==> config.mk <==
export PLATFORM = sky130hd
export DESIGN_NAME = csra_queue
export DESIGN_NICKNAME = d
export VERILOG_FILES = /design/src/csra_pkg.sv /design/src/csra_queue.sv
export SDC_FILE = /design/constraint.sdc
export NUM_CORES = 1
export LEC_CHECK = 0
export BUFFER_PORTS_ARGS = -buffer_cell sky130_fd_sc_hd__buf_2
export CORE_MARGIN = 2
export CORE_UTILIZATION = 50
export CTS_CLUSTER_SIZE = 24
export DETAILED_ROUTE_END_ITERATION = 8
export PLACE_DENSITY = 0.78
export SLEW_MARGIN = 0
export SYNTH_ARGS = -nofsm -noshare
export SYNTH_HDL_FRONTEND = slang
export SYNTH_SLANG_ARGS = --single-unit
==> constraint.sdc <==
create_clock -name clk -period 5.2 [get_ports clk]
set_clock_uncertainty 0.2 [all_clocks]
set_input_delay 1.04 -clock clk [delete_from_list [all_inputs] [get_ports clk]]
set_output_delay 1.04 -clock clk [all_outputs]
set_load 0.02 [all_outputs]
==> src/csra_pkg.sv <==
`timescale 1ns / 1ps
package csra_pkg;

  localparam int VECTOR_SIZE = 4096;
  localparam int ADDR_W = $clog2(VECTOR_SIZE);
  localparam int IDX_W = 24;
  localparam logic [IDX_W-1:0] VECTOR_SIZE_IDX = IDX_W'(VECTOR_SIZE);
  localparam int VAL_W = 32;
  localparam int SUM_W = 48;
  localparam int FRAC_W = 16;
  localparam int QDEPTH = 4;
  localparam int QPTR_W = $clog2(QDEPTH);

  typedef enum logic [1:0] {
    OP_LOAD = 2'd0,
    OP_NONZERO = 2'd1,
    OP_RESTART = 2'd2
  } op_t;

  typedef enum logic [1:0] {
    ST_OK = 2'd0,
    ST_BELOW = 2'd1,
    ST_BEYOND = 2'd2
  } status_t;

  typedef enum logic [1:0] {
    KIND_LOAD,
    KIND_MAC,
    KIND_RESTART,
    KIND_ERROR
  } kind_t;

  typedef struct packed {
    kind_t kind;
    logic [ADDR_W-1:0] addr;
    logic signed [VAL_W-1:0] value;
    logic first;
    logic last;
    logic signed [SUM_W-1:0] prior;
    status_t status;
  } item_t;

endpackage

==> src/csra_queue.sv <==
`timescale 1ns / 1ps
module csra_queue import csra_pkg::*; (
  input  logic clk,
  input  logic rst,
  input  logic push,
  input  item_t push_item,
  input  logic pop,
  output item_t head,
  output logic empty,
  output logic full
);

  item_t slots [QDEPTH];
  logic [QPTR_W-1:0] wr_ptr;
  logic [QPTR_W-1:0] rd_ptr;
  logic [QPTR_W:0] count;

  assign empty = (count == '0);
  assign full = (count == (QPTR_W+1)'(QDEPTH));
  assign head = slots[rd_ptr];

  always_ff @(posedge clk) begin
    if (push) begin
      slots[wr_ptr] <= push_item;
    end
  end

  always_ff @(posedge clk) begin
    if (rst) begin
      wr_ptr <= '0;
      rd_ptr <= '0;
      count <= '0;
    end else begin
      if (push) begin
        wr_ptr <= wr_ptr + 1'b1;
      end
      if (pop) begin
        rd_ptr <= rd_ptr + 1'b1;
      end
      if (push && !pop) begin
        count <= count + 1'b1;
      end else if (pop && !push) begin
        count <= count - 1'b1;
      end
    end
  end

endmodule

==> impl_metrics.csv, run 1 <==
group,metric,value,unit
setup_path,critPathMaxFanout,30,
synthesis,synth_area,0.0146,mm²
detailed_routing,wl,26400,µm
setup_path,reg2reg_to,"slots[2][9]",
sta,setup_viol,0,
global_routing,grt_pass1_wl,40400,µm
setup_path,ff2ff_path_depth,4,
hold_path,hp-class,"flip-flop to flip-flop",
setup_path,crit_type,"flip-flop to output port",
detailed_routing,postRouteAntennaNets,0,
synthesis,synth_cell_types,22,
global_routing,use_met2,28.5,%
synthesis,synth_mux_area_share,15.3,%
synthesis,syn_avg_cell_area,26.2,µm²
synthesis,synth_simple_gate_area_share,0.507,%
setup_path,start_kind,"flip-flop",
global_routing,busiest_layer,"met2",
synthesis,synth-seq-cells,401,
cells_and_area,fin_cells,1204,
sta,rsz0062_at_grt,"no",
hold_path,min_to,"count[2]",
clock_tree,ctsHoldBuffers,0,
detailed_routing,wl_per_cell,21.9,µm
clock_tree,clk_pin_slew_worst_paths,0.06,ns
detailed_routing,drt-pass1-iter-count,4,
die,dieArea,0.0305,mm²
sta,maxSlewHeadroom,31.8,%
cells_and_area,synthToLayoutAreaGrowth,18.3,%
die,ios,202,
synthesis,synth_compound_area_share,0.0688,%
die,die_h,175,µm
global_routing,grt_max_degree,66,
die,core,0.0287,mm²
setup_path,worstReg2RegStart,"wr_ptr[0]",
global_routing,use_met1,23.8,%
clock_tree,cts.sinks,401,
global_routing,first_global_vias,7012,
global_routing,use_met3,4.50,%
die,die_x,175,µm
clock_tree,cts_buffers,41,
cells_and_area,utilization,60.0,%
clock_tree,post_cts_buffers,0,
clock_tree,clock_path_buffers,3,
job,maxCapViolations,0,
setup_path,crit_required,3.96,ns
setup_path,ff2ff_setup_slack,2.80,ns
hold_path,min-delay-start,"count[2]",
setup_path,critPathCaptureType,"output port",
placement,place.gp.congestion,0.719,
placement,portBuffers,201,
power_and_ir_drop,leakagePower,5.78,nW
global_routing,overflow,0,
clock_tree,clk_latency,0.52,ns
status,status,"finished clean",
clock_tree,cts-resized-gates,0,
clock_tree,root_buffer,"clkbuf_16",
cells_and_area,drive_gt1_share,44.9,%
sta,worstMarginPinSlew,1.02,ns
placement,dp_hpwl,15900,µm
synthesis,syn_inst,556,
sta,period_needed,3.75,ns
cells_and_area,fin_nets,894,
sta,hold_viol_final,0,
synthesis,synth_adder_area_share,0.567,%
clock_tree,cts_tree,"built",
power_and_ir_drop,p_per_area,411,mW/mm²
global_routing,grt.total_usage,17.6,%
synthesis,synth_top_family_by_area,"multiplexers",
die,start_util,50.7,%
sta,finalSetupTns,0,ns
setup_path,crit_arrival,2.51,ns
synthesis,synthXorXnorAreaFrac,0.301,%
clock_tree,htree_levels,2,
sta,slew_viol_final,0,
detailed_routing,dr_total_vias,6534,
synthesis,yosysWarnings,0,
power_and_ir_drop,ir_drop,0.352,mV
detailed_routing,viasPerCell,5.43,
sta,min_period_over_period,72.1,%
die,rows,62,
sta,max_freq,267,MHz
hold_path,hold_path_depth,2,
placement,post-place-cells,1127,
detailed_routing,drtIter0Drc,569,
synthesis,syn_nets,664,
synthesis,synth.yosys.seq_area_share,82.1,%
detailed_routing,remaining_drc_errors,0,
global_routing,antenna_found_initial,6,
[cells in the mapped netlist]
library cell  count  area (µm²)
a21oi_1           1        5.00
dfxtp_1           9         180
nor2_1            7        26.3
xor2_1            3        26.3
mux4_2           98        2210
ha_1              5        62.6
buf_12            2        40.0
nor3_1            1        5.00
edfxtp_1        392       11800
buf_6             1        11.3
or3_1             1        6.26
buf_2            11        55.1
buf_8             1        15.0
nor3b_1           1        7.51
xnor2_1           2        17.5
mux2i_1           2        20.0
clkbuf_1          8        30.0
o21ai_0           1        5.00
and2_1            4        25.0
nand2_1           1        3.75
fa_1              1        20.0
inv_1             4        15.0
[through the flow]
stage / power [mW] / worst slack (ns) / instance area, µm² / hold WS (ns)
after global placement: 4.58 / 1.96 / 16000 / 0.279
after floorplan: 4.32 / 1.23 / 14600 / 0.266
after CTS: 7.16 / 1.35 / 17200 / 0.308
after global routing: 7.33 / 1.27 / 17200 / 0.359
after detailed placement: 4.60 / 1.92 / 16000 / 0.296
final: 7.07 / 1.45 / 17200 / 0.306
[cell families after synthesis]
family	Yosys count
compound gates	2
xor+xnor	5
fa+ha+maj	6
buf+inv	27
flops	401
mux	100
simple gates	15
[area by class of cell]
class	instances	area [µm²]
clock inverter	24	119
tap	384	480
fill	2025	11500
clock buffer	49	1060
inverter	4	15.0
sequential	401	12000
timing repair buffer	210	1140
antenna	4	10.0
multi-input combinational	128	2450
[routing by layer]
| layer | part of all wire [%] | vias up |
|---|---|---|
| met5 | 0.10 | - |
| met3 | 7.5 | 49 |
| met1 | 41 | 3372 |
| met2 | 49 | 253 |
| met4 | 2.3 | 4 |
| li1 | - | 2856 |
[sequential cells by signal, summed over array words and instances (netlist names), named ones only]
signal	cells
count	3
rd_ptr	2
wr_ptr	2
slots	392
[placed cells by master (no fill, tap or decap), types with 2 or more instances in the layout]
| cell type | n |
|---|---|
| edfxtp_1 | 392 |
| buf_2 | 201 |
| mux4_2 | 98 |
| clkbuf_16 | 41 |
| clkinv_1 | 13 |
| clkbuf_1 | 8 |
| nor2_1 | 7 |
| clkinv_2 | 7 |
| dfxtp_1 | 7 |
| ha_1 | 5 |
| buf_12 | 5 |
| diode_2 | 4 |
| inv_1 | 4 |
| and2_4 | 4 |
| buf_4 | 4 |
| xor2_1 | 3 |
| xnor2_1 | 2 |
| mux2i_1 | 2 |
| dfxtp_4 | 2 |
| inv_6 | 2 |
| clkinv_4 | 2 |
[worst max-delay path by stage]
stage,cells after the start,slack [ns],to,from
final,3,1.45,head[67],flip-flop
after global routing,3,1.27,head[69],flip-flop
after CTS,3,1.35,head[67],flip-flop
after detailed placement,3,1.92,head[67],flip-flop
after global placement,3,1.96,head[55],flip-flop
after floorplan,1,1.23,slots[0][0],push
[worst max-delay path, stage by stage, from the launching register on]
cell and delay, ns:
dfxtp_4 0.74, buf_4 0.45, mux4_2 0.57, buf_2 0.18
[power by group]
part | switching [mW] | leakage (nW) | internal, mW | total, mW
logic | 0.428 | 1.52 | 0.306 | 0.734
registers | 0.0644 | 3.68 | 3.71 | 3.78
clock network | 1.11 | 0.580 | 1.45 | 2.56
(Power assumes the default switching activity.)
==> inputs of run 2 (changes only) <==
- clock period: 5.2 -> 3.55 ns (I/O delays scaled with it)
==> run 2 against run 1 <==
  * Die area did not move
  * Clock-buffer cell count is 5 higher
  * Core utilization rose by 0.68 points
  * Final cell count rose by 0.91%
  * Setup slack got worse by 1.1 ns
  * Design area up 1.1%
  * Critical path type unchanged
  * First-iteration DRC count decreased by 12%
==> impl_metrics.csv, run 2 (synthesis results as in run 1) <==
group,metric,value,unit
setup_path,path_buf_inv,2,
setup_path,cp_top_family,"flip-flops",
cells_and_area,mostFrequentLayoutCells,"edfxtp_1 (392), buf_2 (201), mux4_2 (98), clkbuf_16 (45), clkinv_1 (10)",
sta,max_freq,316,MHz
placement,dp_hpwl,15800,µm
setup_path,critPathCaptureType,"output port",
placement,place.gp.congestion,0.688,
setup_path,crit_arrival,2.25,ns
placement,post-place-cells,1135,
clock_tree,htree_levels,2,
clock_tree,clk_latency,0.52,ns
die,start_util,50.7,%
detailed_routing,dr_total_vias,6555,
die,ios,202,
clock_tree,clock_path_buffers,3,
detailed_routing,wl_per_cell,21.7,µm
cells_and_area,drive_gt1_share,45.9,%
setup_path,critPathMaxStageDelay,0.63,ns
cells_and_area,seq_area,0.0120,mm²
sta,hold_viol_final,0,
power_and_ir_drop,leakagePower,5.87,nW
cells_and_area,multi_input_area,0.00245,mm²
global_routing,antenna_found_initial,2,
clock_tree,cts.sinks,401,
clock_tree,cts_tree,"built",
setup_path,crit_type,"flip-flop to output port",
detailed_routing,remaining_drc_errors,0,
die,die_x,175,µm
cells_and_area,fin_area,0.0174,mm²
setup_path,critPathMaxFanout,19,
cells_and_area,top_regs,"slots (392), count (3)",
cells_and_area,regMostFlops,"slots",
clock_tree,cts_buffers,42,
global_routing,grt_max_degree,61,
detailed_routing,drtIter0Drc,500,
setup_path,cp_cell_sequence,"buf_4, mux4_2, buf_2",
power_and_ir_drop,p_per_area,610,mW/mm²
placement,placed_cell_area,0.0161,mm²
global_routing,grt_pass1_wl,39800,µm
die,rows,62,
sta,maxSlewHeadroom,60.1,%
detailed_routing,viasPerCell,5.40,
cells_and_area,fill_cells,2014,
hold_path,hp-class,"primary input to flip-flop",
die,core,0.0287,mm²
global_routing,grt.total_usage,17.3,%
clock_tree,post_cts_buffers,0,
cells_and_area,utilization,60.7,%
status,status,"finished clean",
detailed_routing,drt-pass1-iter-count,5,
job,maxCapViolations,0,
cells_and_area,largest_reg_flops,392,
detailed_routing,postRouteAntennaNets,0,
clock_tree,root_buffer,"clkbuf_16",
global_routing,first_global_vias,6920,
global_routing,overflow,0,
power_and_ir_drop,ir_drop,0.457,mV
sta,min_period_over_period,89.0,%
clock_tree,ctsHoldBuffers,0,
detailed_routing,wl,26300,µm
placement,dp_slack,0.878,ns
sta,fin_ws,0.390,ns
sta,worstMarginPinSlew,0.599,ns
setup_path,slowest_stage,"dfxtp_4",
setup_path,crit_required,2.64,ns
sta,slew_viol_final,0,
placement,portBuffers,201,
clock_tree,cts-resized-gates,0,
sta,setup_viol,0,
setup_path,start_kind,"flip-flop",
sta,finalSetupTns,0,ns
clock_tree,clk_pin_slew_worst_paths,0.06,ns
cells_and_area,layout_commonest_cell,"edfxtp_1",
cells_and_area,fin_cells,1215,
cells_and_area,fin_nets,903,
die,die_h,175,µm
sta,period_needed,3.16,ns
die,dieArea,0.0305,mm²
sta,rsz0062_at_grt,"no",
cells_and_area,synthToLayoutAreaGrowth,19.7,%
## run 2: cell count changes in the layout (fill, tap and decap cells not counted), sizes merged
| cell | before | now |
|---|---|---|
| buf | 210 | 218 |
| clkbuf | 49 | 54 |
| inv | 6 | 5 |
| clkinv | 22 | 18 |
| diode | 4 | 3 |
| clkinvlp | 0 | 4 |
## run 2: area by class of cell
type	count	area share, %
clock inverters	23	0.668
diodes	3	0.0431
well taps	384	2.76
repair buffers	218	7.08
flip-flops and latches	401	68.7
clock buffers	54	6.66
multi-input cells	128	14.0
inverters	4	0.0862
## run 2: where the power goes
| group | internal, mW | switching, mW | leakage [nW] |
|---|---|---|---|
| clock | 2.31 | 1.69 | 0.617 |
| combinational | 0.464 | 0.655 | 1.57 |
| sequential | 5.44 | 0.0694 | 3.68 |
| total | 8.21 | 2.41 | 5.87 |
## run 2: routing by layer
metal	track usage [%]	wire, µm	up-vias
met5	0	27	-
met4	4.44	517	4
met1	23.8	11100	3410
met2	28.2	12900	211
li1	-	-	2881
met3	4.29	1830	49
## run 2: through the flow
stage	total power [mW]	hold WS (ns)
after floorplan	6.32	0.266
after global placement	6.71	0.284
after detailed placement	6.75	0.320
after CTS	10.8	0.166
after global routing	11.0	0.180
final	10.6	0.198
## run 2: worst paths after layout
check,startpoint,end,slack [ns],depth (start not counted)
max reg2reg,wr_ptr[0],slots[3][36],1.54,3
max,flip-flop,head[38],0.39,3
min,push_item[73],slots[1][73],0.20,1
min reg2reg,rd_ptr[0],rd_ptr[0],0.34,2
## run 2: worst register-to-register path: stages, from the launching register on
cell	delay, ns
dfxtp_1	0.40
ha_1	0.17
and2_4	0.52
buf_12	0.35
