### config.mk
export PLATFORM = sky130hd
export DESIGN_NAME = csra_front
export DESIGN_NICKNAME = d
export VERILOG_FILES = /design/src/csra_pkg.sv /design/src/csra_front.sv
export SDC_FILE = /design/constraint.sdc
export NUM_CORES = 1
export LEC_CHECK = 0
export ABC_AREA = 1
export BUFFER_PORTS_ARGS = -buffer_cell sky130_fd_sc_hd__buf_2
export CORE_AREA = 4 4 125 127
export CTS_BUF_LIST = sky130_fd_sc_hd__clkbuf_8
export DETAILED_ROUTE_END_ITERATION = 8
export DIE_AREA = 0 0 129 131
export GPL_TIMING_DRIVEN = 0
export MAX_ROUTING_LAYER = met4
export SYNTH_ARGS = -nofsm -noshare
export SYNTH_HDL_FRONTEND = slang
export SYNTH_SLANG_ARGS = --single-unit
### constraint.sdc
create_clock -name clk -period 2.75 [get_ports clk]
set_input_delay 0 -clock clk [delete_from_list [all_inputs] [get_ports clk]]
set_output_delay 0 -clock clk [all_outputs]
set_load 0.01 [all_outputs]
### src/csra_pkg.sv
`timescale 1ns / 1ps
package csra_pkg;

  localparam int VECTOR_SIZE = 4096;
  localparam int ADDR_W = $clog2(VECTOR_SIZE);
  localparam int IDX_W = 24;
  localparam logic [IDX_W-1:0] VECTOR_SIZE_IDX = IDX_W'(VECTOR_SIZE);
  localparam int VAL_W = 32;
  localparam int SUM_W = 48;
  localparam int FRAC_W = 16;
  localparam int QDEPTH = 4;
  localparam int QPTR_W = $clog2(QDEPTH);

  typedef enum logic [1:0] {
    OP_LOAD = 2'd0,
    OP_NONZERO = 2'd1,
    OP_RESTART = 2'd2
  } op_t;

  typedef enum logic [1:0] {
    ST_OK = 2'd0,
    ST_BELOW = 2'd1,
    ST_BEYOND = 2'd2
  } status_t;

  typedef enum logic [1:0] {
    KIND_LOAD,
    KIND_MAC,
    KIND_RESTART,
    KIND_ERROR
  } kind_t;

  typedef struct packed {
    kind_t kind;
    logic [ADDR_W-1:0] addr;
    logic signed [VAL_W-1:0] value;
    logic first;
    logic last;
    logic signed [SUM_W-1:0] prior;
    status_t status;
  } item_t;

endpackage

### src/csra_front.sv
`timescale 1ns / 1ps
module csra_front import csra_pkg::*; (
  input  logic clk,
  input  logic rst,
  input  logic cfg_we,
  input  logic [IDX_W-1:0] cfg_wdata,
  input  logic accept,
  input  logic [1:0] opcode,
  input  logic [IDX_W-1:0] index,
  input  logic signed [VAL_W-1:0] value,
  input  logic first_in_row,
  input  logic last_in_row,
  input  logic signed [SUM_W-1:0] prior_sum,
  output logic push,
  output item_t item
);

  logic [IDX_W-1:0] first_row;
  logic halted;
  logic halted_next;
  logic [IDX_W-1:0] offset;

  assign offset = index - first_row;

  always_comb begin
    push = 1'b0;
    halted_next = halted;
    item.kind = KIND_MAC;
    item.addr = offset[ADDR_W-1:0];
    item.value = value;
    item.first = first_in_row;
    item.last = last_in_row;
    item.prior = prior_sum;
    item.status = ST_OK;
    if (accept) begin
      case (op_t'(opcode))
        OP_RESTART: begin
          push = 1'b1;
          item.kind = KIND_RESTART;
          halted_next = 1'b0;
        end
        OP_LOAD: begin
          item.kind = KIND_LOAD;
          item.addr = index[ADDR_W-1:0];
          push = !halted && (index < VECTOR_SIZE_IDX);
        end
        OP_NONZERO: begin
          if (!halted) begin
            push = 1'b1;
            if (index < first_row) begin
              item.kind = KIND_ERROR;
              item.status = ST_BELOW;
              halted_next = 1'b1;
            end else if (offset >= VECTOR_SIZE_IDX) begin
              item.kind = KIND_ERROR;
              item.status = ST_BEYOND;
              halted_next = 1'b1;
            end
          end
        end
        default: begin
          push = 1'b0;
        end
      endcase
    end
  end

  always_ff @(posedge clk) begin
    if (rst) begin
      halted <= 1'b0;
      first_row <= '0;
    end else begin
      halted <= halted_next;
      if (cfg_we) begin
        first_row <= cfg_wdata;
      end
    end
  end

endmodule

==> results.json, run 1 <==
{
  "status": "finished, final reports clean",
  "finalPower_mw": 1.50,
  "reg2regPathDepth": 16,
  "tritoncts": "done",
  "cts_buffers": 3,
  "wirelength_um": 10700,
  "critPathKind": "register to primary output",
  "yosysUniqueCellTypes": 27,
  "whs_ns": 0.00352,
  "worstHoldEndpoint": "first_row[0]",
  "peakVddDrop_v": 0.000204,
  "root_buffer": "clkbuf_8",
  "p_leak_nw": 2.76,
  "maxCapViolations": 0,
  "grt_usage_pct": 11.7,
  "avgRoutedWirePerCell_um": 11.2,
  "rrSetupSlack_ns": 0.53,
  "port_buffers": 152,
  "clock_skew_ns": 0.00112,
  "drt_iter0_drc": 127,
  "core_um2": 14400,
  "die_y_um": 131,
  "pwr-share-seq_pct": 26.3,
  "yosysWarningCount": 0,
  "grt_use_met3_pct": 0.691,
  "avgSynthCellArea_um2": 5.80,
  "min_path_type": "primary input to register",
  "first_global_vias": 3384,
  "synth_top_area_share_pct": 18.9,
  "initial_core_util_pct": 24.7,
  "insertion_delay_ns": 0.27,
  "hp-start": "cfg_we",
  "rr_startpoint": "first_row[0]",
  "clkTransAtPathRegs_ns": 0.08,
  "gp_congestion": 0.886,
  "hold_path_depth": 3,
  "drc_errors": 0,
  "die_area_um2": 16900,
  "crit_family": "simple AND/OR/NAND/NOR gates",
  "fin_area_um2": 4710,
  "powerDensity_nw_per_um2": 319,
  "area_growth_pct": 32.0,
  "start_kind": "register",
  "place_area_um2": 4560,
  "cp_cell_sequence": "ha_4 -> fa_2 -> inv_2 -> nand3_1 -> nand3_2 -> nand2_2 -> nand2_2 -> nand2_1 -> nand2_1 -> nand2_1 -> nand2_1 -> nand3_1 -> nor2_2 -> nand4_1 -> nor2_1 -> nor2_1 -> buf_2",
  "viasPerCell": 4.10,
  "cts_max_level": 1,
  "max_freq_ghz": 0.392,
  "syn_area_um2": 3570,
  "drive_gt1_share_pct": 35.2,
  "worst-path-buf-inv": 2,
  "design.portCount": 235,
  "cts_num_sinks": 25,
  "synth_top_area_cell": "nand2_1",
  "ant_nets": 0,
  "synth_area_leaders": "nand2_1, buf_4, dfxtp_1",
  "vias": 3930,
  "final_hold_viol_count": 0,
  "num_antenna_cells": 0,
  "period_share_pct": 92.8,
  "final_nets": 940,
  "syn_nets": 779,
  "combinationalPowerShare_pct": 59.5,
  "grt_first_pass_wirelength_um": 15700,
  "clockPowerShare_pct": 14.2,
  "p_switching_mw": 0.627,
  "cp_max_fo": 3,
  "worstReg2RegEnd": "halted",
  "met2_usage_pct": 21.8,
  "die_w_um": 129,
  "grt-ovfl-total": 0,
  "dp_worst_setup_slack_ns": 0.270,
  "internal-power_mw": 0.876,
  "crit_path_end_kind": "primary output",
  "cts_buffer_depth": 2,
  "seq_area_frac_synth_pct": 14.0,
  "gr-usage-met1_pct": 14.3,
  "grt_start_max_net_pins": 14,
  "firstDrtPassIters": 4,
  "slew_viol_final": 0,
  "worst_path_largest_cell_delay_ns": 0.39,
  "busiest_layer": "met2",
  "num_rows": 44,
  "synth-seq-cells": 25,
  "setup_ws_ns": 0.198,
  "max_slew.worst_pin.slew_ns": 0.485,
  "dp_hpwl_um": 9700,
  "required_ns": 2.75,
  "antenna_found_initial": 0,
  "critPathMostFrequentCell": "nand2_1",
  "setup_viol": 0,
  "layout_min_cycle_time_ns": 2.55,
  "crit_slowest_cell": "fa_2",
  "sw_frac_of_total_pct": 41.7,
  "syn_inst": 615,
  "max-slew-margin-rel_pct": 67.4,
  "arrival_ns": 2.55
}
==> stage by stage <==
stage	std cells	utilization, %	TNS [ns]
floorplan	615	-	0
global placement	951	31.6	0
detailed placement	951	31.6	0
CTS	956	32.0	0
global route	959	32.6	-0.00345
finish	959	32.6	0
==> cell type report <==
| class | count | area [um2] |
|---|---|---|
| tap | 184 | 230 |
| inverter | 120 | 450 |
| sequential | 25 | 502 |
| clock buffer | 3 | 41.3 |
| timing repair buffer | 156 | 793 |
| fill | 1665 | 9720 |
| clock inverter | 1 | 3.75 |
| buffer | 90 | 646 |
| multi-input combinational | 380 | 2040 |
==> what timing repair did <==
action                                 4_1_cts  5_1_grt
setup buffers                                0        3
setup endpoints to repair                    1        2
pin swaps                                    0        7
endpoints found under the hold margin        1        0
hold buffers                                 1        0
resized for setup                            2       20
==> how the worst max path moves through the flow <==
stage | start | endpoint | slack [ns] | cells past startpoint
2_1_floorplan | first_row[0] | halted | 0.73 | 16
3_3_place_gp | first_row[0] | item[97] | 0.26 | 17
3_5_place_dp | first_row[0] | item[97] | 0.27 | 17
4_1_cts | first_row[0] | item[97] | 0.04 | 17
5_1_grt | first_row[6] | item[97] | -0.003 | 16
6_report | first_row[0] | item[97] | 0.20 | 17
==> state kept, by name, summed over array words and instances, names as in the netlist <==
| register | flops |
|---|---|
| halted | 1 |
| first_row | 24 |
==> cell usage in the layout, fill, tap and decap left out, types with 8 or more instances in the layout <==
cell        n
nand2_1   175
nand4_1     9
nand2_2    11
clkbuf_1    8
ha_1       19
nor2_2      8
o21ai_0    31
buf_2     152
xor2_1      8
inv_1     119
nor2_1     27
buf_4      85
a21oi_1    37
dfxtp_1    24
nand3_1    22
==> power by group through the flow <==
stage	clock [mW]	combinational (mW)	sequential (mW)
detailed placement	0	0.875	0.403
floorplan	0	0.602	0.401
global placement	0	0.868	0.402
CTS	0.223	0.881	0.394
finish	0.214	0.894	0.395
global route	0.241	1.01	0.398
==> worst min-delay path, stage by stage <==
cell	delay, ns
buf_2	0.09
o21ai_0	0.07
nor2_1	0.07
==> kinds of logic after synthesis <==
logic type	synth area share (%)
AO/OA/AOI/OAI	10.1
flip-flops	14.0
XOR/XNOR	2.70
multiplexers	0.842
adder cells (fa/ha/maj)	10.0
AND/OR/NAND/NOR	31.5
buffers and inverters	30.7
==> synth_stat cells <==
library cell and number:
xor2_1 8, mux2i_1 3, nor2_4 1, ha_1 27
xnor2_1 3, clkbuf_1 8, dfxtp_1 25, or2_1 1
o21ai_1 1, inv_1 119, nor2_2 6, nor2_1 30
fa_1 1, o21bai_1 1, nand2_2 6, nand3b_1 5
and2_1 1, clkinv_1 1, nor4_1 3, a21boi_0 1
nand2_1 180, nand4_1 9, nand3_1 23, o21ai_0 31
buf_4 82, nor3_1 2, a21oi_1 37
==> layer usage <==
layer | wire, um | vias up
met5 | 0 | -
met4 | 42 | 0
met3 | 730 | 5
met2 | 5480 | 135
met1 | 4450 | 1672
li1 | - | 2118
Power figures use the tool's default switching activity.
==> inputs of run 2 (changes only) <==
--- a/config.mk
+++ b/config.mk
@@ -5,12 +5,11 @@
 export SDC_FILE = /design/constraint.sdc
 export NUM_CORES = 1
 export LEC_CHECK = 0
-export ABC_AREA = 1
 export BUFFER_PORTS_ARGS = -buffer_cell sky130_fd_sc_hd__buf_2
-export CORE_AREA = 4 4 125 127
+export CORE_AREA = 4 4 120 122
 export CTS_BUF_LIST = sky130_fd_sc_hd__clkbuf_8
 export DETAILED_ROUTE_END_ITERATION = 8
-export DIE_AREA = 0 0 129 131
+export DIE_AREA = 0 0 124 126
 export GPL_TIMING_DRIVEN = 0
 export MAX_ROUTING_LAYER = met4
 export SYNTH_ARGS = -nofsm -noshare
==> run 2 against run 1 <==
The run now ends with setup timing left; synthesized cell count down 28%; critical path depth down 5; register-to-register slack worse by 0.65 ns; clock power up 16%; cell count down 14%; power up 5.0%; cell area up 6.8%; count of clock-buffer cells in the layout unchanged; clock skew up 0.0017 ns; combinational power up 4.3%; worst hold slack better by 0.058 ns; critical path type unchanged; critical endpoint unchanged; largest power group unchanged.
==> results.json, run 2 <==
{
  "clock_skew_ns": 0.00286,
  "antenna_found_initial": 1,
  "status": "finished with violations",
  "grt-ovfl-total": 0,
  "syn_nets": 609,
  "synth_top_area_share_pct": 18.9,
  "core_um2": 13200,
  "cts_buffer_depth": 2,
  "p_leak_nw": 2.42,
  "root_buffer": "clkbuf_8",
  "grt_start_max_net_pins": 16,
  "area_growth_pct": 52.7,
  "worstHoldEndpoint": "first_row[12]",
  "arrival_ns": 3.17,
  "gr-usage-met1_pct": 13.6,
  "final_nets": 808,
  "max_freq_ghz": 0.316,
  "ant_nets": 0,
  "cp_max_fo": 3,
  "initial_core_util_pct": 25.0,
  "period_share_pct": 115,
  "rrSetupSlack_ns": -0.12,
  "die_area_um2": 15600,
  "dp_worst_setup_slack_ns": -0.555,
  "synth_top_area_cell": "buf_4",
  "top_register": "first_row",
  "finalPower_mw": 1.58,
  "required_ns": 2.75,
  "hold_path_depth": 2,
  "synth-seq-cells": 25,
  "crit_path_end_kind": "primary output",
  "drt_iter0_drc": 145,
  "drive_gt1_share_pct": 49.5,
  "design.portCount": 235,
  "reg2regPathDepth": 12,
  "max-slew-margin-rel_pct": 50.7,
  "met2_usage_pct": 24.2,
  "busiest_layer": "met2",
  "peakVddDrop_v": 0.000300,
  "syn_area_um2": 3290,
  "place_area_um2": 4270,
  "rr_startpoint": "first_row[0]",
  "yosysUniqueCellTypes": 60,
  "setup_viol": 3,
  "tritoncts": "done",
  "final_hold_viol_count": 0,
  "slew_viol_final": 0,
  "avgRoutedWirePerCell_um": 13.2,
  "num_rows": 42,
  "cts_buffers": 3,
  "hp-start": "rst",
  "wirelength_um": 10800,
  "firstDrtPassIters": 4,
  "critPathKind": "register to primary output",
  "synth_area_leaders": "buf_4, dfxtp_1, ha_1",
  "violations": "setup timing",
  "synth_ff_type": "dfxtp_1",
  "grt_first_pass_wirelength_um": 15600,
  "cts_num_sinks": 25,
  "reg_top3": "first_row: 24 flops, halted: 1 flops",
  "port_buffers": 150,
  "viasPerCell": 4.40,
  "start_kind": "register",
  "synth-edff-count": 0,
  "layout_min_cycle_time_ns": 3.17,
  "clkTransAtPathRegs_ns": 0.10,
  "max_slew.worst_pin.slew_ns": 0.740,
  "postLayoutCoreUtil_pct": 38.1,
  "powerDensity_nw_per_um2": 314,
  "dp_hpwl_um": 8750,
  "fillers": 1374,
  "gp_congestion": 0.863,
  "grt_usage_pct": 12.6,
  "min_path_type": "primary input to register",
  "cts_max_level": 1,
  "vias": 3611,
  "grt_use_met3_pct": 1.48,
  "die_w_um": 124,
  "drc_errors": 0,
  "syn_inst": 445,
  "yosysWarningCount": 0,
  "avgSynthCellArea_um2": 7.40,
  "final_common_cell": "buf_2",
  "setup_ws_ns": -0.419,
  "die_y_um": 126,
  "seq_area_frac_synth_pct": 15.2,
  "async_flop_share_pct": 0,
  "finalNonFillerCells": 820,
  "grt_setup_unrepaired": "true",
  "fin_area_um2": 5030,
  "most-common-layout-cells": "buf_2, buf_4, nor2_1, inv_1, mux2i_1",
  "yosysMostFrequentCell": "buf_4",
  "first_global_vias": 3365,
  "insertion_delay_ns": 0.29,
  "synth_common_cells": "buf_4, nor2_1, inv_1",
  "dp_cells": 771,
  "maxCapViolations": 0,
  "worstReg2RegEnd": "halted",
  "largest_register_ff_count": 24
}
run 2: power breakdown:
| part | total, mW | internal, mW | switching, mW |
|---|---|---|---|
| combinational | 0.932 | 0.469 | 0.463 |
| clock | 0.249 | 0.104 | 0.145 |
| sequential | 0.398 | 0.385 | 0.0126 |
run 2: stage by stage:
stage                     TNS [ns]  hold WS (ns)
after floorplan                  0        0.0918
after global routing         -1.32        0.0680
after global placement       -1.89         0.185
after CTS                    -1.20        0.0792
final                       -0.917        0.0611
after detailed placement     -1.49         0.185
run 2: final cells by class:
class / count / area [um2] / area share [%]
clock inverter: 1 / 7.51 / 0.149
timing repair buffer: 194 / 1150 / 22.8
clock buffer: 3 / 41.3 / 0.821
sequential: 25 / 510 / 10.1
tap: 176 / 220 / 4.38
inverter: 35 / 131 / 2.61
multi-input combinational: 288 / 2270 / 45.1
antenna: 1 / 2.50 / 0.0498
buffer: 97 / 701 / 13.9
run 2: kinds of logic after synthesis:
kind of cell,Yosys count,share of synthesized area (%)
xor+xnor,11,2.92
compound gates,99,20.3
mux,26,7.90
buf+inv,132,24.7
fa+ha+maj,28,10.9
simple gates,124,18.2
flops,25,15.2
run 2: routing by layer:
metal	share of wire [%]	vias to the layer above
met1	38	1595
li1	-	1858
met3	8.4	10
met5	0	-
met2	52	148
met4	1.4	0
run 2: worst max-delay path by stage:
stage                            start  endpoint  slack (ns)  cells past startpoint
after global routing      first_row[0]  item[97]       -0.52                     12
after global placement    first_row[0]    halted       -0.67                     10
after CTS                 first_row[0]  item[97]       -0.54                     11
final                     first_row[0]  item[97]       -0.42                     12
after floorplan           first_row[0]    halted        0.02                     10
after detailed placement  first_row[0]    halted       -0.56                     10
run 2: repair_timing:
action / in CTS / in global routing
pin swaps: 16 / 15
buffers inserted: 13 / 7
resized for setup: 44 / 25
hold buffers: 24 / 0
setup endpoints to repair: 4 / 5
hold endpoints to repair: 24 / 0
run 2: critical path, cell delays in order, from the launching register on:
cell and delay (ns):
dfxtp_2 0.35, ha_4 0.16, fa_2 0.37, nor2b_4 0.16, o2111ai_4 0.14, buf_6 0.17
a211oi_4 0.26, nor4_2 0.08, xnor2_1 0.13, a2111o_1 0.43, nor4_4 0.31, a41oi_2 0.15
buf_2 0.16
==> inputs of run 3 (changes only) <==
--- a/config.mk
+++ b/config.mk
@@ -12,6 +12,7 @@
 export DIE_AREA = 0 0 124 126
 export GPL_TIMING_DRIVEN = 0
 export MAX_ROUTING_LAYER = met4
+export REMOVE_ABC_BUFFERS = 1
 export SYNTH_ARGS = -nofsm -noshare
 export SYNTH_HDL_FRONTEND = slang
 export SYNTH_SLANG_ARGS = --single-unit
==> run 3 against run 2 <==
The run still ends with setup timing left; die area is the same; combinational power shrank 20%; count of clock-buffer cells in the layout is the same; sequential share of layout area grew 2.9 points; global-route usage grew 9.4 points; critical path type unchanged; clock skew shrank 0.0017 ns; non-clock buffer count shrank 176; critical endpoint unchanged; cell count shrank 22%; critical path depth shrank 1; via count shrank 12%; register-to-register slack lost 0.05 ns; flip-flop and latch count is the same.
==> results.json, run 3 (synthesized netlist as in run 2, its figures left out) <==
{
  "tritoncts": "done",
  "final_nets": 632,
  "peakVddDrop_v": 0.000142,
  "port_buffers": 70,
  "violations": "setup timing",
  "reg2regPathDepth": 11,
  "worst-path-buf-inv": 1,
  "ant_nets": 0,
  "min_path_type": "primary input to primary output",
  "first_global_vias": 3182,
  "hold_path_depth": 0,
  "cp_max_fo": 4,
  "core_um2": 13200,
  "viasPerCell": 4.95,
  "required_ns": 2.75,
  "cts_num_sinks": 25,
  "final_common_cell": "buf_2",
  "insertion_delay_ns": 0.27,
  "largest_register_ff_count": 24,
  "dp_hpwl_um": 15300,
  "reg_top3": "first_row: 24 flops, halted: 1 flops",
  "vias": 3181,
  "maxCapViolations": 0,
  "start_kind": "register",
  "die_area_um2": 15600,
  "wirelength_um": 17600,
  "critPathKind": "register to primary output",
  "cp_cell_sequence": "ha_4 -> fa_2 -> nor2b_4 -> o2111ai_4 -> a21oi_2 -> nor3_1 -> or4_1 -> a2111o_1 -> nor4_4 -> a41oi_2 -> buf_2",
  "die_y_um": 126,
  "status": "finished with violations",
  "p_leak_nw": 1.67,
  "most-common-layout-cells": "buf_2, nor2_1, inv_1, a21oi_1, mux2i_1",
  "rr_startpoint": "first_row[0]",
  "grt_usage_pct": 22.0,
  "final_hold_viol_count": 0,
  "rrSetupSlack_ns": -0.17,
  "worst_path_largest_cell_delay_ns": 0.41,
  "clkTransAtPathRegs_ns": 0.08,
  "num_rows": 42,
  "max-slew-margin-rel_pct": 52.7,
  "hp-start": "prior_sum[26]",
  "powerDensity_nw_per_um2": 347,
  "max_freq_ghz": 0.313,
  "slew_viol_final": 0,
  "cts_buffers": 3,
  "worstReg2RegEnd": "halted",
  "worstHoldEndpoint": "item[28]",
  "num_antenna_cells": 0,
  "root_buffer": "clkbuf_8",
  "finalSetupTns_ns": -1.18,
  "grt_first_pass_wirelength_um": 23700,
  "clock_skew_ns": 0.00112,
  "initial_core_util_pct": 25.0,
  "top_register": "first_row",
  "firstDrtPassIters": 5,
  "whs_ns": 0.0000760,
  "antenna_found_initial": 0,
  "cts_buffer_depth": 2,
  "wl_met1_um": 4780,
  "crit_slowest_cell": "fa_2",
  "gp_congestion": 0.930,
  "layout_min_cycle_time_ns": 3.19,
  "crit_family": "simple AND/OR/NAND/NOR gates",
  "die_w_um": 124,
  "drive_gt1_share_pct": 31.5,
  "drt_iter0_drc": 130,
  "arrival_ns": 3.19,
  "crit_path_end_kind": "primary output",
  "met3_length_um": 4880,
  "avgRoutedWirePerCell_um": 27.3,
  "area_growth_pct": 18.5,
  "period_share_pct": 116,
  "grt-ovfl-total": 0,
  "max_slew.worst_pin.slew_ns": 0.710,
  "setup_viol": 4,
  "top_layer": "met4",
  "setup_ws_ns": -0.444,
  "drc_errors": 0,
  "design.portCount": 235,
  "grt_start_max_net_pins": 26,
  "route.met2.wl_um": 7690,
  "grt_setup_unrepaired": "true",
  "cts_max_level": 1
}
==> run 3: changes by cell type in the layout (fill, tap and decap cells not counted), moves of 4 or more <==
cell / previous run / this run
buf_2: 151 / 70
buf_4: 100 / 20
buf_6: 5 / 1
clkbuf_1: 6 / 0
==> run 3: worst reg2reg max path: stages (launching register included) <==
cell and delay [ns]:
dfxtp_2 0.34, ha_4 0.17, fa_2 0.41, nor2b_4 0.16
o2111ai_4 0.18, a21oi_2 0.21, nor3_1 0.06, or4_1 0.40
a2111o_1 0.34, nor4_4 0.33, buf_4 0.18, a21oi_2 0.05
==> run 3: cell type report <==
class / count / area [um2]
Clock buffer: 3 / 41.3
Clock inverter: 1 / 3.75
Fill cell: 1385 / 9290
Inverter: 35 / 131
Multi-Input combinational cell: 288 / 2240
Sequential cell: 25 / 509
Tap cell: 176 / 220
Timing Repair Buffer: 115 / 752
==> run 3: repair_timing <==
| item | CTS | global route |
|---|---|---|
| endpoints found under the hold margin | 24 | 0 |
| hold buffers | 24 | 0 |
| resized for setup | 40 | 18 |
| buffers inserted | 16 | 5 |
| pin swaps | 23 | 9 |
| endpoints found under the setup margin | 4 | 6 |
==> run 3: worst max-delay path by stage <==
stage / startpoint / endpoint / slack, ns / cells after the start
2_1_floorplan: first_row[0] / halted / -0.06 / 10
3_3_place_gp: first_row[0] / halted / -0.60 / 10
3_5_place_dp: first_row[0] / halted / -0.61 / 10
4_1_cts: first_row[0] / item[97] / -0.48 / 11
5_1_grt: first_row[0] / item[97] / -0.53 / 11
6_report: first_row[0] / item[97] / -0.44 / 11
==> run 3: metrics by stage <==
step | worst slack [ns] | utilization, % | std cells | power [mW] | cell area, um2
after floorplan | -0.0644 | - | 348 | 0.794 | 2610
after global placement | -0.598 | 24.1 | 594 | 0.977 | 3180
after detailed placement | -0.608 | 24.1 | 594 | 0.986 | 3180
after CTS | -0.482 | 28.5 | 638 | 1.31 | 3760
after global routing | -0.532 | 29.6 | 643 | 1.45 | 3900
final | -0.444 | 29.6 | 643 | 1.35 | 3900
==> run 3: per-layer routing <==
metal,track usage (%),up-vias
met3,27.4,12
li1,-,1495
met2,33.3,221
met5,-,-
met4,3.35,0
met1,17.0,1453
==> run 3: power breakdown <==
group	total, mW	switching [mW]	internal, mW
combinational	0.742	0.396	0.347
sequential	0.398	0.0126	0.385
clock	0.213	0.113	0.100
total	1.35	0.521	0.832
